`src/hdl/mbm_pkg.sv`:
```
`timescale 1ns / 1ps
// mbm_pkg: shared types, constants and box geometry helpers for the
// motion box merge / square crop block. No dependencies.
package mbm_pkg;

  localparam int unsigned SLACK    = 16;
  localparam int unsigned DEF_SIDE = 320;
  localparam int unsigned MAX_CAP  = 32;
  localparam int unsigned FRAME_MAX = 4096;
  // floor(t / 5) == (t * RECIP5) >> 18 for t below 81920
  localparam logic [15:0] RECIP5 = 16'd52429;

  typedef enum logic [1:0] {
    REG_FRAME_W = 2'd0,
    REG_FRAME_H = 2'd1,
    REG_MIN_SIDE = 2'd2,
    REG_OUT_CAP = 2'd3
  } reg_idx_e;

  typedef enum logic [7:0] {
    S_IDLE  = 8'b0000_0001,
    S_INS   = 8'b0000_0010,
    S_MSCAN = 8'b0000_0100,
    S_MFIX  = 8'b0000_1000,
    S_AREA  = 8'b0001_0000,
    S_SORT  = 8'b0010_0000,
    S_EMIT  = 8'b0100_0000,
    S_DRAIN = 8'b1000_0000
  } state_e;

  typedef struct packed {
    logic [11:0] x;
    logic [11:0] y;
    logic [12:0] w;
    logic [12:0] h;
  } box_t;

  typedef struct packed {
    box_t        box;
    logic [25:0] area;
  } ent_t;

  function automatic logic near_box(box_t a, box_t b);
    logic [14:0] ar, ab, br, bb;
    ar = 15'(a.x) + 15'(a.w) + 15'(SLACK);
    ab = 15'(a.y) + 15'(a.h) + 15'(SLACK);
    br = 15'(b.x) + 15'(b.w) + 15'(SLACK);
    bb = 15'(b.y) + 15'(b.h) + 15'(SLACK);
    return (15'(a.x) < br) && (15'(b.x) < ar) && (15'(a.y) < bb) && (15'(b.y) < ab);
  endfunction

  function automatic box_t grow_box(box_t d, box_t s);
    logic [13:0] dr, db, sr, sb, r, bt;
    box_t        o;
    dr = 14'(d.x) + 14'(d.w);
    db = 14'(d.y) + 14'(d.h);
    sr = 14'(s.x) + 14'(s.w);
    sb = 14'(s.y) + 14'(s.h);
    r  = (dr > sr) ? dr : sr;
    bt = (db > sb) ? db : sb;
    o.x = (s.x < d.x) ? s.x : d.x;
    o.y = (s.y < d.y) ? s.y : d.y;
    o.w = 13'(r - 14'(o.x));
    o.h = 13'(bt - 14'(o.y));
    return o;
  endfunction

endpackage

```
`src/hdl/mbm_square.sv`:
```
`timescale 1ns / 1ps
// mbm_square: four-stage pipeline from a box to its crop square, with the
// result registers. Depends on mbm_pkg.
module mbm_square import mbm_pkg::*; (
  input  logic        clk_i,
  input  logic        rst_ni,
  input  logic        v_i,
  input  box_t        box_i,
  input  logic        last_i,
  input  logic        nr_i,
  input  logic [4:0]  drop_i,
  input  logic [12:0] fw_i,
  input  logic [12:0] fh_i,
  input  logic [12:0] minv_i,
  output logic        valid_o,
  output logic [11:0] square_x_o,
  output logic [11:0] square_y_o,
  output logic [12:0] square_side_o,
  output logic [4:0]  dropped_count_o,
  output logic        no_region_o,
  output logic        last_square_o,
  output logic        busy_o
);

  logic [3:0]  v_q;
  logic [2:0]  last_q, nr_q;
  logic [4:0]  drop_q [3];
  logic [15:0] t1_q;
  logic [13:0] cx_q [2], cy_q [2];
  logic [13:0] cx3_q, cy3_q;
  logic [13:0] q2_q;
  logic [12:0] side3_q;
  logic [12:0] mx;
  logic [31:0] prod;
  logic [13:0] s14a, s14b, s14c;
  logic [11:0] half;
  logic signed [14:0] px_s, py_s;
  logic [13:0] px, py;
  logic [11:0] sx_d, sy_d;

  assign mx   = (box_i.w > box_i.h) ? box_i.w : box_i.h;
  assign prod = t1_q * RECIP5;

  always_comb begin
    s14a = (q2_q < 14'(minv_i)) ? 14'(minv_i) : q2_q;
    s14b = (s14a > 14'(fw_i)) ? 14'(fw_i) : s14a;
    s14c = (s14b > 14'(fh_i)) ? 14'(fh_i) : s14b;
  end

  always_comb begin
    half = side3_q[12:1];
    px_s = $signed({1'b0, cx3_q}) - $signed({3'b000, half});
    py_s = $signed({1'b0, cy3_q}) - $signed({3'b000, half});
    px = px_s[14] ? 14'd0 : px_s[13:0];
    py = py_s[14] ? 14'd0 : py_s[13:0];
    sx_d = ((15'(px) + 15'(side3_q)) > 15'(fw_i)) ? 12'(fw_i - side3_q) : px[11:0];
    sy_d = ((15'(py) + 15'(side3_q)) > 15'(fh_i)) ? 12'(fh_i - side3_q) : py[11:0];
  end

  always_ff @(posedge clk_i or negedge rst_ni) begin
    if (!rst_ni) begin
      v_q     <= '0;
      valid_o <= 1'b0;
    end else begin
      v_q     <= {v_q[2:0], v_i};
      valid_o <= v_q[2];
    end
  end

  always_ff @(posedge clk_i) begin
    last_q  <= {last_q[1:0], last_i};
    nr_q    <= {nr_q[1:0], nr_i};
    drop_q[0] <= drop_i;
    drop_q[1] <= drop_q[0];
    drop_q[2] <= drop_q[1];
    t1_q    <= {1'b0, mx, 2'b00} + {2'b00, mx, 1'b0};
    cx_q[0] <= 14'(box_i.x) + 14'(box_i.w[12:1]);
    cy_q[0] <= 14'(box_i.y) + 14'(box_i.h[12:1]);
    q2_q    <= prod[31:18];
    cx_q[1] <= cx_q[0];
    cy_q[1] <= cy_q[0];
    side3_q <= s14c[12:0];
    cx3_q   <= cx_q[1];
    cy3_q   <= cy_q[1];
    if (nr_q[2]) begin
      square_x_o    <= '0;
      square_y_o    <= '0;
      square_side_o <= '0;
      dropped_count_o <= '0;
      no_region_o   <= 1'b1;
      last_square_o <= 1'b1;
    end else begin
      square_x_o    <= sx_d;
      square_y_o    <= sy_d;
      square_side_o <= side3_q;
      dropped_count_o <= last_q[2] ? drop_q[2] : 5'd0;
      no_region_o   <= 1'b0;
      last_square_o <= last_q[2];
    end
  end

  assign busy_o = |v_q;

endmodule

```
`config.mk`:
```
export PLATFORM = sky130hd
export DESIGN_NAME = mbm_square
export DESIGN_NICKNAME = d
export VERILOG_FILES = /design/src/hdl/mbm_pkg.sv /design/src/hdl/mbm_square.sv
export SDC_FILE = /design/constraint.sdc
export NUM_CORES = 1
export LEC_CHECK = 0
export ABC_CLOCK_PERIOD_IN_PS = 6300
export BUFFER_PORTS_ARGS = -buffer_cell sky130_fd_sc_hd__buf_2
export CAP_MARGIN = 10
export CORE_MARGIN = 3
export CORE_UTILIZATION = 55
export DETAILED_ROUTE_END_ITERATION = 8
export PLACE_DENSITY = 0.89
export SYNTH_ARGS = -nofsm -noshare
export SYNTH_HDL_FRONTEND = slang
export SYNTH_SLANG_ARGS = --single-unit
```
`constraint.sdc`:
```
create_clock -name clk_i -period 6.3 [get_ports clk_i]
set_input_delay 0.315 -clock clk_i [delete_from_list [all_inputs] [get_ports clk_i]]
set_output_delay 0.315 -clock clk_i [all_outputs]
set_load 0.02 [all_outputs]
```
==> reports/qor.csv <==
stage,metric,value,unit
global_routing,grt_first_pass_wirelength,61300,um
hold_path,whs_path_depth,2,
placement,gp_congestion,0.990,
routing,routed-via-count,12100,
yosys,ys_types,66,
clocking,insertion_delay,0.45,ns
floorplan,ios,145,
floorplan,design.core.area,0.0273,sq mm
cells_and_area,fin_util,64.0,%
floorplan,die_h,173,um
sta,min_period_over_period,95.8,%
cells_and_area,layout_commonest_cell,ha_1,
placement,pre_cts_slack,0.141,ns
setup_path,ff2ff_path_depth,27,
yosys,synth_cells,1601,
global_routing,met3_usage,4.77,%
sta,slew_viol_final,0,
yosys,synth_edf_count,0,
setup_path,path_class,reg2reg,
global_routing,grt_pass1_vias,12100,
placement,post-place-cells,2121,
clocking,clk_pin_slew_worst_paths,0.08,ns
sta,slew-limit-headroom,50.7,%
sta,fin_ws,0.266,ns
clocking,cts_tree,yes,
floorplan,die_w,173,um
sta,worstMarginPinSlew,0.731,ns
clocking,cts.sinks,189,
yosys,async_reset_ff_share,2.12,%
cells_and_area,stdcell_count,2167,
setup_path,end_kind,register,
sta,hold_viol_final,0,
global_routing,track_usage,25.1,%
flow_run,cap_violations,0,
cells_and_area,fin_nets,2277,
routing,wl_per_cell,17.6,um
setup_path,critPathLaunchType,register,
routing,routed_wl,38200,um
sta,max_freq,166,MHz
yosys,syn_area,0.0154,sq mm
setup_path,arrival,6.37,ns
floorplan,row_count,60,
clocking,clockBufferDepth,2,
floorplan,start_util,56.6,%
global_routing,gr-max-usage-layer,met2,
routing,drc,0,
cells_and_area,drive_gt1_share,15.5,%
sta,layout_min_cycle_time,6.03,ns
global_routing,use_met2,40.9,%
setup_path,cp_max_fo,4,
cells_and_area,final_cell_mix,"ha_1 (314), inv_1 (224), dfxtp_1 (184)",
hold_path,hp-class,in2reg,
yosys,syn_avg_cell_area,9.63,sq um
yosys,synth-seq-area-share,24.7,%
sta,final-setup-viol-count,0,
global_routing,grt_util_met1,32.7,%
yosys,synth-seq-cells,189,
global_routing,grt_overflow_total,0,
floorplan,fp.dieArea,0.0301,sq mm
global_routing,antenna_found_initial,2,
clocking,cts_buffers,17,
sta,finClkSkew,0.0143,ns
routing,drtIter0Drc,874,
yosys,yosysWarnings,0,
yosys,synth_nets,2097,
placement,portBuffers,144,
global_routing,grt_max_degree,30,
yosys,synth_flop_cell,dfxtp_1,
cells_and_area,area_growth,13.2,%
placement,dp_hpwl,31200,um
routing,drtAntennaViolNets,0,
status,status,completed,
routing,via_per_inst,5.57,
routing,firstDrtPassIters,5,
setup_path,cp_data_required_time,6.64,ns
clocking,h-tree-depth,4,
clocking,cts-root-buf,clkbuf_16,
[flip-flops by register name, indices dropped and copies added, names as in the netlist, 14 cells and up]
signal	flops
drop_q	15
q2_q	14
cx_q	26
t1_q	15
cy_q	26
[layout make-up]
cell class                 instances  area, sq um
multi-input combinational       1175        10800
sequential                       189         3800
fill                            2089         9800
clock inverter                    14          148
clock buffer                      18          429
inverter                         225          845
timing repair buffer             173          966
antenna                            1         2.50
tap                              372          465
[through the flow]
stage	cell area (sq um)	TNS, ns	hold slack [ns]
2_1_floorplan	15400	0	0.0194
3_3_place_gp	16700	0	0.118
3_5_place_dp	16700	0	0.122
4_1_cts	17400	0	0.120
5_1_grt	17400	-0.575	0.139
6_report	17400	0	0.129
[cells by family (layout without fill, tap and decap cells)]
kind of cell	count (synthesis)	count (layout)	synth area share [%]
DFF	189	189	24.7
buffers and inverters	238	430	5.87
and+or+nand+nor	332	332	10.8
muxes	73	73	5.17
other	0	1	0
adders and majority gates	397	397	36.3
AOI/OAI and AO/OA	273	274	11.6
xor gates and xnor gates	99	99	5.63
[synthesized netlist by cell type, types with 3 or more instances]
library cell  count  area share [%]
dfxtp_1         185              24
nand4_1          13            0.53
buf_2             3           0.097
clkbuf_1          7            0.17
nor3_1           24            0.78
mux2i_1          23             1.5
o41ai_1           3            0.17
a211o_1           3            0.17
nand3_1          26            0.84
and3_1            9            0.37
nor4_1            5            0.20
ha_1            314              25
or3_1            12            0.49
a21oi_1          84             2.7
xnor2_1          67             3.8
a41oi_1           4            0.23
o211ai_1          4            0.19
o21ai_0          57             1.9
nand2_1          50             1.2
o31a_1            3            0.17
xor2_1           32             1.8
o21a_1           24             1.2
o211a_1           3            0.19
a31oi_1           7            0.28
nand2b_1         16            0.65
a211oi_1          5            0.24
or2_2             7            0.28
a21boi_0          7            0.34
nor2_1          102             2.5
a21o_1           36             1.8
dfrtp_1           4            0.65
o21bai_1          8            0.39
or4_1             6            0.29
mux2_2           49             3.6
and2_1           20            0.81
o2111ai_1         5            0.28
fa_1             83              11
nor2b_1          32             1.3
inv_1           225             5.5
[final timing paths]
kind                        startpoint  slack [ns]             to
hold / removal               box_i[13]        0.13        t1_q[1]
setup / recovery            side3_q[8]        0.27  square_y_o[6]
setup reg to reg            side3_q[8]        0.27  square_y_o[6]
min in group asynchronous       rst_ni        0.24         v_q[1]
max in group asynchronous       rst_ni        5.94         v_q[2]
hold reg to reg            cx_q[1][12]        0.33      cx3_q[12]
[critical path, cell delays in order, from the launching register on]
cell and delay [ns]:
dfxtp_1 0.38, inv_1 0.08, ha_1 0.33, and2_1 0.17, or4_1 0.43, a21oi_2 0.17, o21bai_1 0.10, a21oi_2 0.15
o211a_1 0.20, nor2_1 0.10, ha_1 0.22, fa_1 0.40, a21o_1 0.21, a21oi_2 0.20, o21ai_1 0.13, a2111oi_2 0.40
nor2_1 0.12, a21oi_2 0.21, xnor2_1 0.15, ha_1 0.26, a21o_1 0.17, a21o_1 0.17, a21oi_1 0.18, a21oi_2 0.10
a2111oi_4 0.38, buf_2 0.25, mux2i_1 0.20, nor2_1 0.05
[layer usage]
layer	part of all wire [%]	wire length, um
met2	46	17500
met4	4.0	1520
met1	44	16600
met3	6.6	2520
met5	0.034	13
[timing repair]
action | in CTS | in global routing
gates resized for setup | 1 | 23
hold endpoints to repair | 12 | 0
pin swaps | 1 | 6
hold buffers | 9 | 0
endpoints found under the setup margin | 3 | 24
buffers inserted | 1 | 1
cloned | 0 | 2
Power is left out: the tool's default activity adds up to more than one toggle a clock period on the data nets, which glitch-free logic cannot reach.
