===== config.mk =====
export PLATFORM = sky130hd
export DESIGN_NAME = mbm_cell
export DESIGN_NICKNAME = d
export VERILOG_FILES = /design/src/hdl/mbm_pkg.sv /design/src/hdl/mbm_cell.sv
export SDC_FILE = /design/constraint.sdc
export NUM_CORES = 1
export LEC_CHECK = 0
export BUFFER_PORTS_ARGS = -buffer_cell sky130_fd_sc_hd__clkbuf_2
export CAP_MARGIN = 20
export CORE_UTILIZATION = 45
export DETAILED_ROUTE_END_ITERATION = 8
export GPL_TIMING_DRIVEN = 0
export PLACE_DENSITY = 0.83
export SYNTH_ARGS = -nofsm -noshare
export SYNTH_HDL_FRONTEND = slang
export SYNTH_SLANG_ARGS = --single-unit

===== constraint.sdc =====
create_clock -name clk_i -period 16.3 [get_ports clk_i]
set_clock_uncertainty 0.05 [all_clocks]
set_input_delay 4.89 -clock clk_i [delete_from_list [all_inputs] [get_ports clk_i]]
set_output_delay 4.89 -clock clk_i [all_outputs]
set_load 0.01 [all_outputs]

===== src/hdl/mbm_pkg.sv =====
`timescale 1ns / 1ps
// mbm_pkg: shared types, constants and box geometry helpers for the
// motion box merge / square crop block. No dependencies.
package mbm_pkg;

  localparam int unsigned SLACK    = 16;
  localparam int unsigned DEF_SIDE = 320;
  localparam int unsigned MAX_CAP  = 32;
  localparam int unsigned FRAME_MAX = 4096;
  // floor(t / 5) == (t * RECIP5) >> 18 for t below 81920
  localparam logic [15:0] RECIP5 = 16'd52429;

  typedef enum logic [1:0] {
    REG_FRAME_W = 2'd0,
    REG_FRAME_H = 2'd1,
    REG_MIN_SIDE = 2'd2,
    REG_OUT_CAP = 2'd3
  } reg_idx_e;

  typedef enum logic [7:0] {
    S_IDLE  = 8'b0000_0001,
    S_INS   = 8'b0000_0010,
    S_MSCAN = 8'b0000_0100,
    S_MFIX  = 8'b0000_1000,
    S_AREA  = 8'b0001_0000,
    S_SORT  = 8'b0010_0000,
    S_EMIT  = 8'b0100_0000,
    S_DRAIN = 8'b1000_0000
  } state_e;

  typedef struct packed {
    logic [11:0] x;
    logic [11:0] y;
    logic [12:0] w;
    logic [12:0] h;
  } box_t;

  typedef struct packed {
    box_t        box;
    logic [25:0] area;
  } ent_t;

  function automatic logic near_box(box_t a, box_t b);
    logic [14:0] ar, ab, br, bb;
    ar = 15'(a.x) + 15'(a.w) + 15'(SLACK);
    ab = 15'(a.y) + 15'(a.h) + 15'(SLACK);
    br = 15'(b.x) + 15'(b.w) + 15'(SLACK);
    bb = 15'(b.y) + 15'(b.h) + 15'(SLACK);
    return (15'(a.x) < br) && (15'(b.x) < ar) && (15'(a.y) < bb) && (15'(b.y) < ab);
  endfunction

  function automatic box_t grow_box(box_t d, box_t s);
    logic [13:0] dr, db, sr, sb, r, bt;
    box_t        o;
    dr = 14'(d.x) + 14'(d.w);
    db = 14'(d.y) + 14'(d.h);
    sr = 14'(s.x) + 14'(s.w);
    sb = 14'(s.y) + 14'(s.h);
    r  = (dr > sr) ? dr : sr;
    bt = (db > sb) ? db : sb;
    o.x = (s.x < d.x) ? s.x : d.x;
    o.y = (s.y < d.y) ? s.y : d.y;
    o.w = 13'(r - 14'(o.x));
    o.h = 13'(bt - 14'(o.y));
    return o;
  endfunction

endpackage


===== src/hdl/mbm_cell.sv =====
`timescale 1ns / 1ps
// mbm_cell: one slot of the box row; rotates towards the head or takes part
// in an odd-even transposition step. Depends on mbm_pkg.
module mbm_cell import mbm_pkg::*; (
  input  logic clk_i,
  input  logic rot_i,
  input  logic sort_i,
  input  logic act_i,
  input  logic swl_i,
  input  ent_t nxt_i,
  input  ent_t prv_i,
  output ent_t ent_o,
  output logic swr_o
);

  ent_t ent_q, ent_d;

  assign swr_o = sort_i && act_i && (ent_q.area < nxt_i.area);
  assign ent_o = ent_q;

  always_comb begin
    ent_d = ent_q;
    if (rot_i || swr_o) begin
      ent_d = nxt_i;
    end else if (sort_i && swl_i) begin
      ent_d = prv_i;
    end
  end

  always_ff @(posedge clk_i) begin
    ent_q <= ent_d;
  end

endmodule


==> run summary, run 1 <==
total gr overflow -> 0
Final GP Congestion -> 0.797
Post-DRT Antenna Nets -> 0
Starting Density -> 46.9%
placed cell count -> 590
Util after Layout -> 65.3%
DR pass1 iterations -> 4
#FFs+latches synth -> 76
cell taking the most area after synthesis -> edfxtp_1
critical path required time -> 11.36 ns
P_leak -> 2.60 nW
clk slew on worst S/H paths -> 0.09 ns
core area -> 8260 um^2
gr usage total -> 20.7%
worst vdd ir -> 0.0799 mV
fraction of registers with async set/reset -> 0%
Cell Area, Synth -> 3870 um^2
Root Buffer Master -> clkbuf_8
I/O Buffers -> 233
DRT iter0 DRCs -> 81
Area growth syn-to-layout -> 39.2%
via-per-instance ratio -> 4.96
clk sinks -> 76
average size of a mapped cell -> 15.4 um^2
number of flops mapped to enable cells by yosys -> 76
Ports -> 234
hold_buf cts -> 0
DR DRC count -> 0
Yosys warnings -> 0
final wirelength -> 9390 um
share of post-route cells with drive strength above 1 -> 61.3%
DR WL/cell -> 15.5 um
CTS buffer count -> 9
Slew Limit Fails -> 0
Yosys top cell area share -> 58.9%
first-pass GRT wire length -> 13900 um
actual slew at the worst max-slew pin -> 0.956 ns
number of diodes -> 0
ys flop type -> edfxtp_1
worst hold path class -> register to register
Peak Freq -> 86.6 MHz
CTS tree -> done
via count -> 3004
Final TNS setup -> 0 ns
Synth cell types -> 24
setup bufs post-CTS -> 0
final setup fails -> 0
Die W -> 94.8 um
fillcell total -> 646
Worst setup EP type -> output port
Site Rows -> 33
Max-Cap Viols -> 0
number of flip-flops in the largest register -> 76
H-tree levels -> 3
Net Count, Synth -> 434
largest net degree at the start of global routing -> 77
Worst setup SP type -> input port
final hold violation count -> 0
Hold Slack -> 1.27 ns
class of the most critical setup path -> input port to output port
Place WS -> 4.70 ns
post-detail-place hpwl -> 7400 um
most common cell in the synthesized netlist -> edfxtp_1
Final min period -> 11.54 ns
Post-CTS Resized -> 0
clock insertion delay at the later pin of the skew report -> 0.34 ns
Clock Tree Buf Depth -> 2
critical path fanouts, max -> 4
Nets -> 678
sequential share of the synthesized area -> 58.9%
Total Die Area -> 8980 um^2
initial antenna violation count -> 0
Rel. slew slack -> 36.3%
reg2reg setup slack -> 12.81 ns
status -> completed
setup ws final -> 4.76 ns
vias in the first global route -> 3015
Power per Cell Area -> 95.4 nW/um^2
period utilization -> 70.8%
synth top area cells -> edfxtp_1, mux2_2, mux2_1
worst path arrival time -> 6.60 ns
Cells after Synth -> 252
Die Span Y -> 94.8 um
RSZ-0062 raised after global routing -> false
final std cells w/o fill -> 606
Post-synth top cells -> edfxtp_1, mux2_2, mux2_1
logic make-up (layout without fill, tap and decap cells):
group                      after synthesis  in the layout  synth area share [%]
and+or+nand+nor                         21             21                  2.94
adders and majority gates               25             25                  8.07
AOI/OAI and AO/OA                       21             21                  3.62
buffers and inverters                   33            282                  4.36
DFF                                     76             76                  58.9
muxes                                   76             76                  22.1
critical path, cell delays in order:
cell      delay, ns
clkbuf_2       0.09
inv_1          0.04
ha_1           0.30
nand4_1        0.21
nor4_1         0.37
o21ai_0        0.14
a31oi_1        0.34
nor2_1         0.08
clkbuf_2       0.14
placed cells by master, fill, tap and decap left out, drive strengths merged, types with 3 or more instances in the layout:
| master | n |
|---|---|
| nand2 | 4 |
| inv | 26 |
| clkbuf | 242 |
| ha | 25 |
| nand3 | 4 |
| a21oi | 9 |
| nor2 | 3 |
| clkinv | 3 |
| nand4 | 5 |
| a21o | 4 |
| mux2 | 76 |
| edfxtp | 76 |
| buf | 8 |
| o21ai | 3 |
through the flow:
step	power (mW)	cell area, um^2
6_report	0.515	5390
5_1_grt	0.537	5390
4_1_cts	0.518	5390
3_5_place_dp	0.362	5180
3_3_place_gp	0.358	5170
2_1_floorplan	0.310	3870
per-layer routing:
| layer | vias to the layer above | global-route usage (%) | part of all wire, % |
|---|---|---|---|
| met5 | - | 0 | 0 |
| met4 | 0 | 5.05 | 1.0 |
| met3 | 8 | 7.81 | 8.6 |
| met2 | 148 | 38.1 | 53 |
| met1 | 1408 | 22.2 | 37 |
| li1 | 1440 | - | - |
worst paths after layout:
kind / from / to / cells after the start
setup / recovery: nxt_i[24] / swr_o / 9
hold / removal: ent_o[25] / ent_o[4] / 6
setup reg to reg: ent_o[24] / ent_o[3] / 9
hold reg to reg: ent_o[25] / ent_o[4] / 6
layout make-up:
class,count,area (um^2),share of cell area [%]
multi-input combinational,143,1430,26.5
buffer,8,75.1,1.39
clock buffer,9,124,2.30
tap,105,131,2.44
timing repair buffer,233,1170,21.6
sequential,76,2280,42.3
inverter,25,93.8,1.74
clock inverter,7,90.1,1.67
where the power goes:
part	internal [mW]	leakage, nW	switching (mW)	total, mW
combinational	0.0534	1.73	0.0529	0.106
clock	0.0858	0.107	0.0726	0.158
sequential	0.242	0.766	0.00760	0.250
No activity file was read; power rests on OpenSTA's default activity.
==> inputs of run 2 (changes only) <==
--- a/config.mk
+++ b/config.mk
@@ -7,10 +7,10 @@
 export LEC_CHECK = 0
 export BUFFER_PORTS_ARGS = -buffer_cell sky130_fd_sc_hd__clkbuf_2
 export CAP_MARGIN = 20
-export CORE_UTILIZATION = 45
+export CORE_UTILIZATION = 39
 export DETAILED_ROUTE_END_ITERATION = 8
 export GPL_TIMING_DRIVEN = 0
-export PLACE_DENSITY = 0.83
+export PLACE_DENSITY = 0.76
 export SYNTH_ARGS = -nofsm -noshare
 export SYNTH_HDL_FRONTEND = slang
 export SYNTH_SLANG_ARGS = --single-unit
==> constraint.sdc (replaced) <==
create_clock -name clk_i -period 10.52 [get_ports clk_i]
set_clock_uncertainty 0.05 [all_clocks]
set_input_delay 3.156 -clock clk_i [delete_from_list [all_inputs] [get_ports clk_i]]
set_output_delay 3.156 -clock clk_i [all_outputs]
set_load 0.01 [all_outputs]
==> run 2 against run 1 <==
Count of clock-buffer cells in the layout grew 1. First-iteration DRC count is 27% lower. Register-to-register slack worse by 5.9 ns. Highest routed layer unchanged. Largest power group unchanged. Critical endpoint unchanged. Sequential power grew 55%. Final cell count is 4.6% higher. Combinational power grew 55%. Sequential share of layout area is 0.29 points lower.
==> run summary, run 2 (synthesis gave the netlist of run 1 again) <==
setup bufs post-CTS -> 0 (unchanged)
class of the most critical setup path -> input port to output port
number of flip-flops in the largest register -> 76 (unchanged)
worst vdd ir -> 0.0782 mV (-2.1%)
worst r2r dst -> ent_o[9]
core area -> 9680 um^2 (+17%)
Slew Limit Fails -> 0 (unchanged)
actual slew at the worst max-slew pin -> 0.989 ns (+0.0333 ns)
Nets -> 678 (unchanged)
Peak Freq -> 124 MHz
number of diodes -> 0 (unchanged)
Root Buffer Master -> clkbuf_8
H-tree levels -> 3 (unchanged)
Slowest-stage cell, CP -> or4_4
Rel. slew slack -> 34.1% (-2.2 points)
Power per Cell Area -> 147 nW/um^2 (+54%)
Die W -> 102 um (+7.3%)
DRT iter0 DRCs -> 59 (-27%)
design area -> 5430 um^2 (+0.70%)
Ports -> 234 (unchanged)
DR pass1 iterations -> 4 (unchanged)
final setup fails -> 0 (unchanged)
worst-path cell chain -> clkbuf_2, inv_1, ha_1, a21oi_1, nand2_1, a211o_1, or4_4, nor2_1, clkbuf_2
final hold violation count -> 0 (unchanged)
Combinational Power Share -> 20.6% (about the same)
initial antenna violation count -> 0 (unchanged)
gr usage total -> 18.0% (-2.7 points)
RSZ-0062 raised after global routing -> false
DR DRC count -> 0 (unchanged)
most frequent cells in the layout -> clkbuf_2, edfxtp_1, mux2_2
Hold Path Cell Cnt -> 6 (unchanged)
via count -> 2980 (-0.80%)
worst flop-to-flop path startpoint -> ent_o[24]
CP max stage delay -> 0.46 ns (+0.09 ns)
worst path arrival time -> 4.87 ns (-1.73 ns)
Starting Density -> 40.0% (-6.9 points)
share of post-route cells with drive strength above 1 -> 61.3% (unchanged)
Max-Cap Viols -> 0 (unchanged)
P_leak -> 2.60 nW (-0.18%)
Reg2Reg Depth -> 9 (unchanged)
first-pass GRT wire length -> 13900 um (-0.44%)
crit path launch -> nxt_i[24]
clock power share -> 30.8% (about the same)
largest net degree at the start of global routing -> 77 (unchanged)
total gr overflow -> 0 (unchanged)
Int Power -> 0.592 mW (+55%)
Final GP Congestion -> 0.790 (-0.94%)
Worst setup SP type -> input port
Post-DRT Antenna Nets -> 0 (unchanged)
Area growth syn-to-layout -> 40.2%
hold_buf cts -> 0 (unchanged)
post-detail-place hpwl -> 7230 um (-2.3%)
CTS tree -> done
via-per-instance ratio -> 4.70 (-5.2%)
hold_sp -> ent_o[25]
period utilization -> 76.8%
final wirelength -> 9240 um (-1.6%)
Final min period -> 8.08 ns
clk sinks -> 76 (unchanged)
DR WL/cell -> 14.6 um (-5.9%)
Post-CTS Resized -> 0 (unchanged)
Sw Ratio -> 25.8% (-0.093 points)
Hold EP -> ent_o[1]
Die Span Y -> 102 um (+7.3%)
most common cell after layout, fill and taps aside -> clkbuf_2
reg2reg setup slack -> 6.94 ns (-5.87 ns)
Final TNS setup -> 0 ns (unchanged)
Worst setup EP type -> output port
I/O Buffers -> 233 (unchanged)
most frequent CP cell -> clkbuf_2
clk slew on worst S/H paths -> 0.08 ns (about the same)
critical path required time -> 7.31 ns (-4.05 ns)
Clock Tree Buf Depth -> 2 (unchanged)
clock insertion delay at the later pin of the skew report -> 0.34 ns (about the same)
Net Switching -> 0.206 mW (+54%)
CTS buffer count -> 9 (unchanged)
status -> completed
vias in the first global route -> 3017 (+0.066%)
Total Die Area -> 10300 um^2 (+15%)
Site Rows -> 36 (+9.1%)
worst hold path class -> register to register
Hold Slack -> 1.33 ns (+0.0540 ns)
Reg power frac -> 48.6% (about the same)
critical path fanouts, max -> 3 (-1)
Placed Area -> 5210 um^2 (+0.68%)
Util after Layout -> 56.1% (-9.2 points)
==> run 2: cell count changes in the layout (fill, tap and decap cells not counted), sizes merged <==
cell	change
clkbuf	+1
clkinv	-1
clkinvlp	+1
inv	-1
==> run 2: area by class of cell <==
type                            count  area [um^2]
Buffer                              8         75.1
Timing Repair Buffer              233         1170
Clock buffer                       10          128
Sequential cell                    76         2280
Fill cell                         826         4250
Clock inverter                      6         88.8
Inverter                           25         93.8
Multi-Input combinational cell    143         1430
Tap cell                          133          166
==> run 2: power groups by stage <==
stage / clock, mW / sequential [mW] / combinational, mW
after floorplan: 0 / 0.411 / 0.0695
after global placement: 0 / 0.395 / 0.161
after detailed placement: 0 / 0.395 / 0.166
after CTS: 0.252 / 0.388 / 0.167
after global routing: 0.263 / 0.392 / 0.182
final: 0.246 / 0.388 / 0.164
==> run 2: layer usage <==
metal	part of all wire (%)	vias up	global-route usage, %
li1	-	1440	-
met1	40	1384	20.1
met2	50	139	31.3
met3	7.1	17	5.11
met4	2.2	0	9.14
met5	0	-	0
==> run 2: worst max-delay path by stage <==
| stage | end | slack (ns) | cells past startpoint |
|---|---|---|---|
| 2_1_floorplan | swr_o | 2.73 | 7 |
| 6_report | swr_o | 2.44 | 9 |
| 3_5_place_dp | swr_o | 2.43 | 9 |
| 3_3_place_gp | swr_o | 2.46 | 9 |
| 4_1_cts | swr_o | 2.43 | 9 |
| 5_1_grt | swr_o | 2.22 | 9 |
==> run 2: critical path: cells and delay by family <==
kind | cells | cell delay (ns)
AND/OR/NAND/NOR | 3 | 0.66
AO/OA/AOI/OAI | 2 | 0.46
adder cells (fa/ha/maj) | 1 | 0.31
buffers and inverters | 3 | 0.28
==> run 2: through the flow <==
step | worst slack (ns) | total power [mW] | instances
final | 2.44 | 0.797 | 634
after global routing | 2.22 | 0.836 | 634
after CTS | 2.43 | 0.807 | 634
after detailed placement | 2.43 | 0.561 | 618
after global placement | 2.46 | 0.556 | 618
after floorplan | 2.73 | 0.481 | 252
==> inputs of run 3 (changes only) <==
--- a/config.mk
+++ b/config.mk
@@ -7,10 +7,10 @@
 export LEC_CHECK = 0
 export BUFFER_PORTS_ARGS = -buffer_cell sky130_fd_sc_hd__clkbuf_2
 export CAP_MARGIN = 20
-export CORE_UTILIZATION = 39
+export CORE_UTILIZATION = 44
 export DETAILED_ROUTE_END_ITERATION = 8
 export GPL_TIMING_DRIVEN = 0
-export PLACE_DENSITY = 0.76
+export PLACE_DENSITY = 0.81
 export SYNTH_ARGS = -nofsm -noshare
 export SYNTH_HDL_FRONTEND = slang
 export SYNTH_SLANG_ARGS = --single-unit
==> constraint.sdc (replaced) <==
create_clock -name clk_i -period 7.55 [get_ports clk_i]
set_clock_uncertainty 0.05 [all_clocks]
set_input_delay 2.265 -clock clk_i [delete_from_list [all_inputs] [get_ports clk_i]]
set_output_delay 2.265 -clock clk_i [all_outputs]
set_load 0.01 [all_outputs]
==> run 3 against run 2 <==
Critical path depth unchanged. Hold slack got worse by 0.070 ns. Global-route usage increased by 3.1 points. Combinational power increased by 42%. Count of clock-buffer cells in the layout increased by 1. Sequential cell count unchanged. Routed wire length increased by 5.2%. Highest routed layer unchanged. Via count about the same. Sequential power increased by 39%.
==> run summary, run 3 (synthesis gave the netlist of run 1 again) <==
Reg power frac -> 50.3% (+1.7 points)
CTS tree -> done
gr usage total -> 21.1% (+3.1 points)
CTS buffer count -> 9 (unchanged)
number of diodes -> 0 (unchanged)
met3 WL -> 775 um (+18%)
RSZ-0062 raised after global routing -> false
most frequent cells in the layout -> clkbuf_2, edfxtp_1, mux2_2
clk sinks -> 76 (unchanged)
Total Die Area -> 9180 um^2 (-11%)
Final TNS setup -> 0 ns (unchanged)
final hold violation count -> 0 (unchanged)
first-pass GRT wire length -> 14100 um (+1.4%)
Int Power -> 0.792 mW (+34%)
largest net degree at the start of global routing -> 48 (-38%)
Ports -> 234 (unchanged)
Nets -> 679 (+0.15%)
Rel. slew slack -> 69.0% (+35 points)
critical path fanouts, max -> 4 (+1)
Area growth syn-to-layout -> 39.1%
met1 wire length -> 3400 um (-8.6%)
Root Buffer Master -> clkbuf_8
via-per-instance ratio -> 4.91 (+4.5%)
Power Total -> 1.07 mW (+34%)
DR DRC count -> 0 (unchanged)
worst hold path class -> register to register
Post-DRT Antenna Nets -> 0 (unchanged)
DRT iter0 DRCs -> 46 (-22%)
worst vdd ir -> 0.125 mV (+60%)
Clock Tree Buf Depth -> 2 (unchanged)
post-detail-place hpwl -> 7900 um (+9.2%)
Final GP Congestion -> 0.786 (-0.51%)
reg2reg setup slack -> 4.22 ns (-2.72 ns)
Util after Layout -> 64.3% (+8.2 points)
final wirelength -> 9720 um (+5.2%)
class of the most critical setup path -> input port to output port
number of flip-flops in the largest register -> 76 (unchanged)
most common cell after layout, fill and taps aside -> clkbuf_2
Sw Ratio -> 26.1% (+0.30 points)
Final min period -> 6.27 ns
Max-Cap Viols -> 0 (unchanged)
worst path arrival time -> 3.95 ns (-0.92 ns)
Site Rows -> 33 (-8.3%)
Worst setup EP type -> output port
Top Metal Used -> met4
final std cells w/o fill -> 607 (-4.3%)
H-tree levels -> 3 (unchanged)
share of post-route cells with drive strength above 1 -> 61.0% (-0.32 points)
Slew Limit Fails -> 0 (unchanged)
core area -> 8380 um^2 (-13%)
vias in the first global route -> 3063 (+1.5%)
critical path required time -> 5.24 ns (-2.07 ns)
Placed Area -> 5210 um^2 (-0.14%)
clock power share -> 27.9% (-2.9 points)
met2 wire length -> 5350 um (+15%)
placed cell count -> 591 (-4.4%)
Worst setup SP type -> input port
I/O Buffers -> 233 (unchanged)
Die Span Y -> 95.8 um (-5.7%)
initial antenna violation count -> 0 (unchanged)
Place WS -> 1.20 ns (-1.23 ns)
design area -> 5390 um^2 (-0.74%)
via count -> 2982 (+0.067%)
clock insertion delay at the later pin of the skew report -> 0.34 ns (about the same)
Peak Freq -> 160 MHz
P_leak -> 2.60 nW (+0.21%)
setup ws final -> 1.28 ns (-1.16 ns)
Power per Cell Area -> 199 nW/um^2 (+35%)
Die W -> 95.8 um (-5.7%)
DR pass1 iterations -> 4 (unchanged)
status -> completed
Hold Slack -> 1.26 ns (-0.0698 ns)
period utilization -> 83.0%
Post-CTS Resized -> 0 (unchanged)
total gr overflow -> 0 (unchanged)
DR WL/cell -> 16.0 um (+9.9%)
setup bufs post-CTS -> 0 (unchanged)
Starting Density -> 46.2% (+6.2 points)
hold_buf cts -> 0 (unchanged)
Net Switching -> 0.279 mW (+36%)
final setup fails -> 0 (unchanged)
actual slew at the worst max-slew pin -> 0.453 ns (-0.536 ns)
clk slew on worst S/H paths -> 0.08 ns (about the same)
Combinational Power Share -> 21.7% (+1.1 points)
## run 3: path summary, 6_finish.rpt
check	start	endpoint	depth (start not counted)
setup reg to reg	ent_o[24]	ent_o[5]	10
hold reg to reg	ent_o[25]	ent_o[0]	6
hold / removal	ent_o[25]	ent_o[0]	6
setup / recovery	nxt_i[24]	swr_o	9
## run 3: worst max-delay path, cell delays in order
cell	delay [ns]
clkbuf_2	0.08
inv_1	0.04
ha_1	0.31
nand4_1	0.20
nor4_1	0.36
o21ai_0	0.14
a31oi_1	0.34
nor2_1	0.07
clkbuf_2	0.14
## run 3: per-layer routing
metal / GRT usage (%) / up-vias
li1: - / 1445
met1: 21.2 / 1390
met2: 39.1 / 129
met3: 7.90 / 18
met4: 8.21 / 0
met5: 0 / -
## run 3: final cells by class
cell class / instances / area (um^2)
fill: 708 / 2990
sequential: 76 / 2280
multi-input combinational: 143 / 1430
timing repair buffer: 234 / 1190
clock buffer: 11 / 131
tap: 105 / 131
inverter: 25 / 93.8
buffer: 8 / 75.1
clock inverter: 5 / 52.6
## run 3: power groups by stage
| stage | combinational, mW | sequential [mW] | clock, mW |
|---|---|---|---|
| floorplan | 0.0969 | 0.573 | 0 |
| CTS | 0.237 | 0.540 | 0.307 |
| global placement | 0.225 | 0.549 | 0 |
| global route | 0.257 | 0.544 | 0.323 |
| detailed placement | 0.235 | 0.549 | 0 |
| finish | 0.233 | 0.539 | 0.299 |
